[config.mk]
export PLATFORM = sky130hd
export DESIGN_NAME = snapshot_stream_deframer_top
export DESIGN_NICKNAME = d
export VERILOG_FILES = /design/src/hw/rtl/ssdf_pkg.sv /design/src/hw/rtl/snapshot_stream_deframer_top.sv
export VERILOG_INCLUDE_DIRS = /design/src /design/src/hw/rtl
export SDC_FILE = /design/constraint.sdc
export NUM_CORES = 2
export LEC_CHECK = 0
export CAP_MARGIN = 10
export CORE_AREA = 2 2 368 279
export DETAILED_ROUTE_END_ITERATION = 10
export DIE_AREA = 0 0 370 281
export DONT_BUFFER_PORTS = 1
export PLACE_DENSITY = 0.76
export SLEW_MARGIN = 10
export SYNTH_ARGS = -nofsm -noshare
export SYNTH_HDL_FRONTEND = slang
export SYNTH_SLANG_ARGS = --single-unit
[constraint.sdc]
create_clock -name i_clk -period 6.85 [get_ports i_clk]
set_input_delay 0.685 -clock i_clk [delete_from_list [all_inputs] [get_ports i_clk]]
set_output_delay 0.685 -clock i_clk [all_outputs]
set_load 0.01 [all_outputs]
[src/hw/rtl/assert_macros.svh]
// Assertion macros for the RTL, included by the deframer top module.
`ifndef ASSERT_MACROS_SVH
`define ASSERT_MACROS_SVH

`ifndef SYNTHESIS

// Property holds on every clock edge outside reset.
`define ASSERT_ALWAYS(label, clk, rst_n, prop, msg) \
    label: assert property (@(posedge clk) disable iff (!rst_n) (prop)) else $error(msg);

// Condition in one cycle implies a consequence in the next.
`define ASSERT_NEXT(label, clk, rst_n, ante, cons, msg) \
    label: assert property (@(posedge clk) disable iff (!rst_n) (ante) |=> (cons)) \
        else $error(msg);

`else

`define ASSERT_ALWAYS(label, clk, rst_n, prop, msg)
`define ASSERT_NEXT(label, clk, rst_n, ante, cons, msg)

`endif

`endif

[src/hw/rtl/ssdf_pkg.sv]
// Types, constants and helpers of the snapshot stream deframer.
package ssdf_pkg;

    localparam int HEADER_LEN    = 21;
    localparam int ENTRY_HDR_LEN = 25;
    localparam int MAGIC_LEN     = 4;

    localparam logic [7:0] CFG_VER_RESET = 8'd1;
    localparam logic [7:0] MAGIC [MAGIC_LEN] = '{8'h4B, 8'h56, 8'h53, 8'h4E};

    // Byte positions inside the file header and the entry header
    localparam logic [4:0] HDR_VERSION_POS  = 5'(MAGIC_LEN);
    localparam logic [4:0] HDR_BOUNDARY_POS = 5'(MAGIC_LEN + 1 + 8 - 1);
    localparam logic [4:0] HDR_LAST_POS     = 5'(HEADER_LEN - 1);
    localparam logic [4:0] ENT_KEY_POS      = 5'd3;
    localparam logic [4:0] ENT_VALUE_POS    = 5'd7;
    localparam logic [4:0] ENT_VERSION_POS  = 5'd15;
    localparam logic [4:0] ENT_WRITE_ID_POS = 5'd23;
    localparam logic [4:0] ENT_LAST_POS     = 5'(ENTRY_HDR_LEN - 1);

    typedef enum logic [2:0] {
        KIND_HEADER = 3'd0,
        KIND_META   = 3'd1,
        KIND_KEY    = 3'd2,
        KIND_VALUE  = 3'd3,
        KIND_ERROR  = 3'd4,
        KIND_DONE   = 3'd5
    } t_kind;

    typedef enum logic [1:0] {
        ERR_BAD_HEADER  = 2'd0,
        ERR_BAD_VERSION = 2'd1,
        ERR_ENTRY_CUT   = 2'd2,
        ERR_PAYLOAD_CUT = 2'd3
    } t_err;

    // Queued result; wide fields are shared between header and meta words
    typedef struct packed {
        t_kind       kind;
        logic [63:0] wide_a;    // boundary id / entry version
        logic [63:0] wide_b;    // entry total / write id
        logic [31:0] narrow_a;  // key length
        logic [31:0] narrow_b;  // value length
        logic [7:0]  data;
        logic        flag;      // tombstone / payload last
        t_err        err;
    } t_rec;

    localparam logic [1:0] QPTR_LAST = 2'd2;

    function automatic logic [1:0] qptr_inc(input logic [1:0] p);
        return (p == QPTR_LAST) ? 2'd0 : p + 2'd1;
    endfunction

endpackage

[src/hw/rtl/snapshot_stream_deframer_top.sv]
// Snapshot stream deframer: byte parser with a three-word result queue.
//
//  channel   direction  handshake                 payload
//  input     in         i_valid / o_ready         i_in_byte, i_end_of_file
//  result    out        o_valid / i_ready         o_kind .. o_payload_last
//  config    in         i_cfg_valid / o_cfg_ready i_cfg_data (expected version)
//
// One input word per cycle while o_ready is high; the parser updates its state in the
// accepting cycle and pushes zero, one or two result words into a three-entry queue.
// Results queue up as their word is accepted; one leaves per cycle with i_ready high.
// o_ready is high while at most one word is queued, so a word yielding two results
// (header+done, meta+done, last payload byte+done, or a result plus an eof error)
// always finds room. Synchronous active-low reset clears parser and queue.
`include "assert_macros.svh"

module snapshot_stream_deframer_top (
    input  logic        i_clk,
    input  logic        i_rst_n,
    input  logic        i_valid,
    output logic        o_ready,
    input  logic [7:0]  i_in_byte,
    input  logic        i_end_of_file,
    input  logic        i_cfg_valid,
    output logic        o_cfg_ready,
    input  logic [7:0]  i_cfg_data,
    output logic        o_valid,
    input  logic        i_ready,
    output logic [2:0]  o_kind,
    output logic [7:0]  o_data_byte,
    output logic [31:0] o_key_length,
    output logic [31:0] o_value_length,
    output logic [63:0] o_entry_version,
    output logic [63:0] o_entry_write_id,
    output logic        o_tombstone,
    output logic [63:0] o_boundary_id,
    output logic [63:0] o_entry_total,
    output logic [1:0]  o_fault_code,
    output logic        o_payload_last
);
    import ssdf_pkg::*;

    typedef enum logic [1:0] {
        PH_HEADER,
        PH_ENTRY,
        PH_PAYLOAD,
        PH_SKIP
    } t_phase;

    t_phase      r_phase, n_phase;
    logic [4:0]  r_pos, n_pos;
    logic [63:0] r_shift, n_shift;
    logic [63:0] r_boundary, n_boundary;
    logic [63:0] r_entries, n_entries;
    logic [31:0] r_key, n_key;
    logic [31:0] r_value, n_value;
    logic [32:0] r_payload, n_payload;
    logic [63:0] r_version, n_version;
    logic [63:0] r_write_id, n_write_id;
    logic        r_mismatch, n_mismatch;
    logic [7:0]  r_cfg;

    t_rec        r_q [3];
    logic [1:0]  r_wp, r_rp, r_cnt;

    logic        in_acc, out_pop;
    logic [63:0] shift_nx;
    logic [63:0] entries_dec;
    logic [32:0] payload_sum;
    logic        main_vld, done_vld, eof_vld;
    t_rec        main_rec, done_rec, eof_rec, slot0, slot1, head;
    logic [1:0]  n_res;
    logic        hdr_w, meta_w, pay_w;

    assign o_ready     = (r_cnt <= 2'd1);
    assign o_cfg_ready = 1'b1;
    assign in_acc      = i_valid && o_ready;
    assign o_valid     = (r_cnt != 2'd0);
    assign out_pop     = o_valid && i_ready;

    assign shift_nx    = {r_shift[55:0], i_in_byte};
    assign entries_dec = r_entries - 64'd1;
    assign payload_sum = {1'b0, r_key} + {1'b0, r_value};

    always_comb begin
        n_phase    = r_phase;
        n_pos      = r_pos;
        n_shift    = r_shift;
        n_boundary = r_boundary;
        n_entries  = r_entries;
        n_key      = r_key;
        n_value    = r_value;
        n_payload  = r_payload;
        n_version  = r_version;
        n_write_id = r_write_id;
        n_mismatch = r_mismatch;
        main_vld   = 1'b0;
        done_vld   = 1'b0;
        eof_vld    = 1'b0;
        main_rec   = '0;
        done_rec   = '0;
        done_rec.kind = KIND_DONE;
        eof_rec    = '0;
        eof_rec.kind  = KIND_ERROR;

        if (in_acc) begin
            unique case (r_phase)
                PH_HEADER: begin
                    if (r_pos < 5'(MAGIC_LEN)) begin
                        if (i_in_byte != MAGIC[r_pos[1:0]]) begin
                            main_vld      = 1'b1;
                            main_rec.kind = KIND_ERROR;
                            main_rec.err  = ERR_BAD_HEADER;
                            n_phase       = PH_SKIP;
                        end else begin
                            n_pos = r_pos + 5'd1;
                        end
                    end else if (r_pos == HDR_VERSION_POS) begin
                        n_mismatch = (i_in_byte != r_cfg);
                        n_pos      = r_pos + 5'd1;
                    end else begin
                        n_shift = shift_nx;
                        if (r_pos == HDR_BOUNDARY_POS) begin
                            n_boundary = shift_nx;
                        end
                        if (r_pos >= HDR_LAST_POS) begin
                            n_entries = shift_nx;
                            main_vld  = 1'b1;
                            if (r_mismatch) begin
                                main_rec.kind = KIND_ERROR;
                                main_rec.err  = ERR_BAD_VERSION;
                                n_phase       = PH_SKIP;
                            end else begin
                                main_rec.kind   = KIND_HEADER;
                                main_rec.wide_a = r_boundary;
                                main_rec.wide_b = shift_nx;
                                if (shift_nx == 64'd0) begin
                                    done_vld = 1'b1;
                                    n_phase  = PH_SKIP;
                                end else begin
                                    n_phase = PH_ENTRY;
                                    n_pos   = '0;
                                    n_shift = '0;
                                end
                            end
                        end else begin
                            n_pos = r_pos + 5'd1;
                        end
                    end
                end
                PH_ENTRY: begin
                    n_shift = shift_nx;
                    if (r_pos == ENT_KEY_POS) begin
                        n_key = shift_nx[31:0];
                    end else if (r_pos == ENT_VALUE_POS) begin
                        n_value = shift_nx[31:0];
                    end else if (r_pos == ENT_VERSION_POS) begin
                        n_version = shift_nx;
                    end else if (r_pos == ENT_WRITE_ID_POS) begin
                        n_write_id = shift_nx;
                    end
                    if (r_pos >= ENT_LAST_POS) begin
                        main_vld          = 1'b1;
                        main_rec.kind     = KIND_META;
                        main_rec.narrow_a = r_key;
                        main_rec.narrow_b = r_value;
                        main_rec.wide_a   = r_version;
                        main_rec.wide_b   = r_write_id;
                        main_rec.flag     = |i_in_byte;
                        n_payload         = payload_sum;
                        if (payload_sum == 33'd0) begin
                            n_entries = entries_dec;
                            if (entries_dec == 64'd0) begin
                                done_vld = 1'b1;
                                n_phase  = PH_SKIP;
                            end else begin
                                n_phase = PH_ENTRY;
                                n_pos   = '0;
                                n_shift = '0;
                            end
                        end else begin
                            n_phase = PH_PAYLOAD;
                        end
                    end else begin
                        n_pos = r_pos + 5'd1;
                    end
                end
                PH_PAYLOAD: begin
                    main_vld      = 1'b1;
                    main_rec.kind = (r_payload > {1'b0, r_value}) ? KIND_KEY : KIND_VALUE;
                    main_rec.data = i_in_byte;
                    main_rec.flag = (r_payload == 33'd1);
                    n_payload     = r_payload - 33'd1;
                    if (r_payload == 33'd1) begin
                        n_entries = entries_dec;
                        if (entries_dec == 64'd0) begin
                            done_vld = 1'b1;
                            n_phase  = PH_SKIP;
                        end else begin
                            n_phase = PH_ENTRY;
                            n_pos   = '0;
                            n_shift = '0;
                        end
                    end
                end
                PH_SKIP: begin
                end
            endcase

            if (i_end_of_file) begin
                eof_vld = (n_phase != PH_SKIP);
                unique case (n_phase)
                    PH_HEADER:  eof_rec.err = ERR_BAD_HEADER;
                    PH_ENTRY:   eof_rec.err = ERR_ENTRY_CUT;
                    PH_PAYLOAD: eof_rec.err = ERR_PAYLOAD_CUT;
                    PH_SKIP:    eof_rec.err = ERR_BAD_HEADER;
                endcase
                n_phase    = PH_HEADER;
                n_pos      = '0;
                n_shift    = '0;
                n_mismatch = 1'b0;
            end
        end
    end

    // At most two of main, done and eof error are valid for one word
    assign n_res = 2'(main_vld) + 2'(done_vld) + 2'(eof_vld);
    assign slot0 = main_vld ? main_rec : (done_vld ? done_rec : eof_rec);
    assign slot1 = (main_vld && done_vld) ? done_rec : eof_rec;

    always_ff @(posedge i_clk) begin
        if (!i_rst_n) begin
            r_phase    <= PH_HEADER;
            r_pos      <= '0;
            r_shift    <= '0;
            r_boundary <= '0;
            r_entries  <= '0;
            r_key      <= '0;
            r_value    <= '0;
            r_payload  <= '0;
            r_version  <= '0;
            r_write_id <= '0;
            r_mismatch <= 1'b0;
            r_cfg      <= CFG_VER_RESET;
            r_wp       <= '0;
            r_rp       <= '0;
            r_cnt      <= '0;
        end else begin
            r_phase    <= n_phase;
            r_pos      <= n_pos;
            r_shift    <= n_shift;
            r_boundary <= n_boundary;
            r_entries  <= n_entries;
            r_key      <= n_key;
            r_value    <= n_value;
            r_payload  <= n_payload;
            r_version  <= n_version;
            r_write_id <= n_write_id;
            r_mismatch <= n_mismatch;
            if (i_cfg_valid) begin
                r_cfg <= i_cfg_data;
            end
            if (n_res == 2'd1) begin
                r_wp <= qptr_inc(r_wp);
            end else if (n_res == 2'd2) begin
                r_wp <= qptr_inc(qptr_inc(r_wp));
            end
            if (out_pop) begin
                r_rp <= qptr_inc(r_rp);
            end
            r_cnt <= r_cnt + n_res - {1'b0, out_pop};
        end
    end

    always_ff @(posedge i_clk) begin
        if (n_res != 2'd0) begin
            r_q[r_wp] <= slot0;
        end
        if (n_res == 2'd2) begin
            r_q[qptr_inc(r_wp)] <= slot1;
        end
    end

    assign head   = r_q[r_rp];
    assign hdr_w  = (head.kind == KIND_HEADER);
    assign meta_w = (head.kind == KIND_META);
    assign pay_w  = (head.kind == KIND_KEY) || (head.kind == KIND_VALUE);

    assign o_kind           = head.kind;
    assign o_data_byte      = pay_w ? head.data : 8'd0;
    assign o_key_length     = meta_w ? head.narrow_a : 32'd0;
    assign o_value_length   = meta_w ? head.narrow_b : 32'd0;
    assign o_entry_version  = meta_w ? head.wide_a : 64'd0;
    assign o_entry_write_id = meta_w ? head.wide_b : 64'd0;
    assign o_tombstone      = meta_w && head.flag;
    assign o_boundary_id    = hdr_w ? head.wide_a : 64'd0;
    assign o_entry_total    = hdr_w ? head.wide_b : 64'd0;
    assign o_fault_code     = (head.kind == KIND_ERROR) ? head.err : ERR_BAD_HEADER;
    assign o_payload_last   = pay_w && head.flag;

    `ASSERT_NEXT(a_eof_rearm, i_clk, i_rst_n, in_acc && i_end_of_file, r_phase == PH_HEADER && r_pos == 5'd0 && !r_mismatch, "eof word did not rearm the parser")
    `ASSERT_ALWAYS(a_payload_due, i_clk, i_rst_n, r_phase != PH_PAYLOAD || r_payload != 33'd0, "payload phase with nothing due")
    `ASSERT_ALWAYS(a_entries_due, i_clk, i_rst_n, r_phase != PH_ENTRY || r_entries != 64'd0, "entry phase with no entries left")
    `ASSERT_ALWAYS(a_header_pos, i_clk, i_rst_n, r_phase != PH_HEADER || r_pos <= HDR_LAST_POS, "header position past header end")
    `ASSERT_NEXT(a_queue_fill, i_clk, i_rst_n, in_acc && !out_pop, r_cnt >= $past(r_cnt), "queue lost a word on accept")

endmodule

==> run metrics <==
Fmax 149 MHz; largest net degree at the start of global routing 219; vias in the first global route 41300; dpl cells 7279; first-pass GRT wire length 252000 um; Yosys reg bits 1051; RSZ-0062 raised after global routing no; Sequential Area 21100 um2; async set-reset flop share out of synthesis 0; Crit Reg-Reg Endpoint r_q[2][120]; cell taking the most area after synthesis dfxtp_1; area of the multi-input gates 26200 um2; Post-synth EDFFs 9; critical path startpoint r_value[29]; CTS tree done; status finished, final reports clean; Slew @ Worst Pin 1260 ps; Worst Hold Path Cells 1; Die Height 281 um; GRT Residual Overflow 0; Final min period 6690 ps; wire per inst 22.5 um; min-delay src i_rst_n; global placer's final weighted congestion 0.960; HP Class primary input to flop; overall routed net length 168000 um; Final ANT Viol Nets 0; quantity of hold-fixing buffers added after cts 0; fin crit share 0.977; PwrDens 332 nW/um2; CORE AREA 100000 um2; CP arrival 7300 ps; critical path buffer and inverter count 1; Required @ worst endpoint 7460 ps; # rows 101; Final Hold Fails 0; Worst Hold End r_cfg[0]; final std cells w/o fill 7462; fillers 9008; Synth cell types 92; worst-path maximum fanout 129; Worst path most repeated cell ha_1; Slowest cell on crit path or4b_1; H-tree depth 3; Post-synth top cells nand2_1, dfxtp_1, nor2_1, a21oi_1, clkbuf_1; initial antenna violation count 2; root buf cell clkbuf_16; Max IR drop VDD 0.331 mV; max cap viols 0; setup TNS 0 ps; most frequent cell after synthesis nand2_1; clock net sink count 1051; Setup Viol. Count Final 0; Die W 370 um; Total Routing Usage GR 0.307; top-area cell type share of the netlist area 0.419; NumNets Final 6150; Starting Density 0.495; Yosys warning count 0; I/O Buffers 0; Most used DFF post-synth dfxtp_1; relative slew slack 0.160; CP startpoint kind flop; Cell Area, Synth 49700 um2; CTS clk-pin slew, worst paths 70 ps; DRC viols 0; Worst Hold Slack 54.3 ps; total CTS buffers 99; r2r worst-path depth 19; layout cells sized above 1 0.0660; Post-Syn Instances 6354; Crit path largest cell delay 570 ps; DR iter-0 viols 6511; Area Overhead vs Synth 9.29%; Diodes inserted 0; CP top delay family simple AND/OR/NAND/NOR gates; DP HPWL 110000 um; drt first pass iters 9; max-slew violation count 0; worst skew pair latency 730 ps; crit end category flop; top cells by area, synth dfxtp_1, nand2_1, nor2_1; Syn Nets 6461; flop-to-flop setup slack 160 ps; sequential share of the synthesized area 0.425; average size of a mapped cell 7.83 um2; Worst Setup Path Type flop to flop; die area 104000 um2; Lkg Pwr 0.0200 uW; via count 46700; crit path cell chain ha_1 > a21o_1 > or3_1 > o31ai_1 > nand2b_1 > a211o_1 > and3_1 > or4b_1 > nor3b_2 > nand2_2 > o311a_1 > ha_1 > or2_2 > fa_1 > ha_1 > nor2_1 > and2_4 > buf_12 > a22o_1; routed vias/inst 6.26; worst r2r src r_value[29]; CTS max path bufs 3; Post-Route Skew 83.3 ps; # IOs 360
-- cell usage in the layout, fill, tap and decap left out, drive strengths merged, types with 56 or more instances in the layout --
cell	Yosys	layout
nand3	235	235
nand2	1174	1174
inv	71	77
mux2i	230	230
nor4	56	56
nor2	828	828
clkbuf	475	138
dfxtp	1042	1042
buf	91	154
o21ai	305	305
a21boi	105	105
ha	83	83
nor3	81	81
a21oi	539	539
a22o	339	339
a22oi	134	134
-- worst max path at each step --
stage / endpoint / depth (start not counted)
final: r_q[2][120] / 19
after CTS: r_q[2][10] / 21
after floorplan: r_q[2][194] / 23
after detailed placement: r_q[2][10] / 22
after global routing: r_q[2][10] / 21
after global placement: r_q[2][9] / 22
-- state kept, by name, indices dropped and copies added, names as in the netlist, 5 cells and up, named ones only --
signal,count
r_q,618
r_boundary,64
r_entries,64
r_version,64
r_write_id,64
r_shift,56
r_payload,33
r_key,32
r_value,32
r_cfg,8
r_pos,5
-- report_power, final --
group	total [uW]	switching (uW)	internal, uW
Clock	5970	2550	3410
Combinational	5620	3940	1690
Sequential	6470	212	6250
-- what timing repair did --
action                                  in CTS  in global routing
resized for setup                            0                  2
buffers inserted                             0                  2
endpoints found under the setup margin       0                 96
-- routing by layer --
metal  wire (um)  up-vias  track usage
li1            -    21500            -
met1       72300    22300        0.451
met2       69800     2635        0.433
met3       20800      277       0.0826
met4        4950        0       0.0887
met5           0        -            0
-- worst reg2reg max path: stages (launching register included) --
cell and delay (ps):
dfxtp_1 510, ha_1 400, a21o_1 250, or3_1 340, o31ai_1 360, nand2b_1 100
a211o_1 290, and3_1 200, or4b_1 570, nor3b_2 250, nand2_2 200, o311a_1 450
ha_1 220, or2_2 310, fa_1 540, ha_1 300, nor2_1 180, and2_4 200
buf_12 380, a22o_1 510
-- cell type report --
class,count,share of cell area
multi-input cells,4665,0.483
flip-flops and latches,1051,0.389
clock buffers,138,0.0528
well taps,1339,0.0308
repair buffers,154,0.0273
clock inverters,43,0.0126
inverters,72,0.00506
-- through the flow --
step	cell area (um2)	power (uW)	utilization	worst slack, ps
CTS	54300	17900	0.541	366
global route	54400	18700	0.541	20.0
global placement	50800	12000	0.505	430
floorplan	49700	10300	-	863
finish	54400	18100	0.541	159
detailed placement	50800	12000	0.505	332
-- logic make-up after synthesis --
logic type               share of synthesized area
AND/OR/NAND/NOR                              0.227
buffers and inverters                       0.0507
XOR/XNOR                                   0.00863
AO/OA/AOI/OAI                                0.220
other                                    0.0000754
multiplexers                                0.0467
adder cells (fa/ha/maj)                     0.0217
flip-flops                                   0.425
No activity file was read; power rests on OpenSTA's default activity.
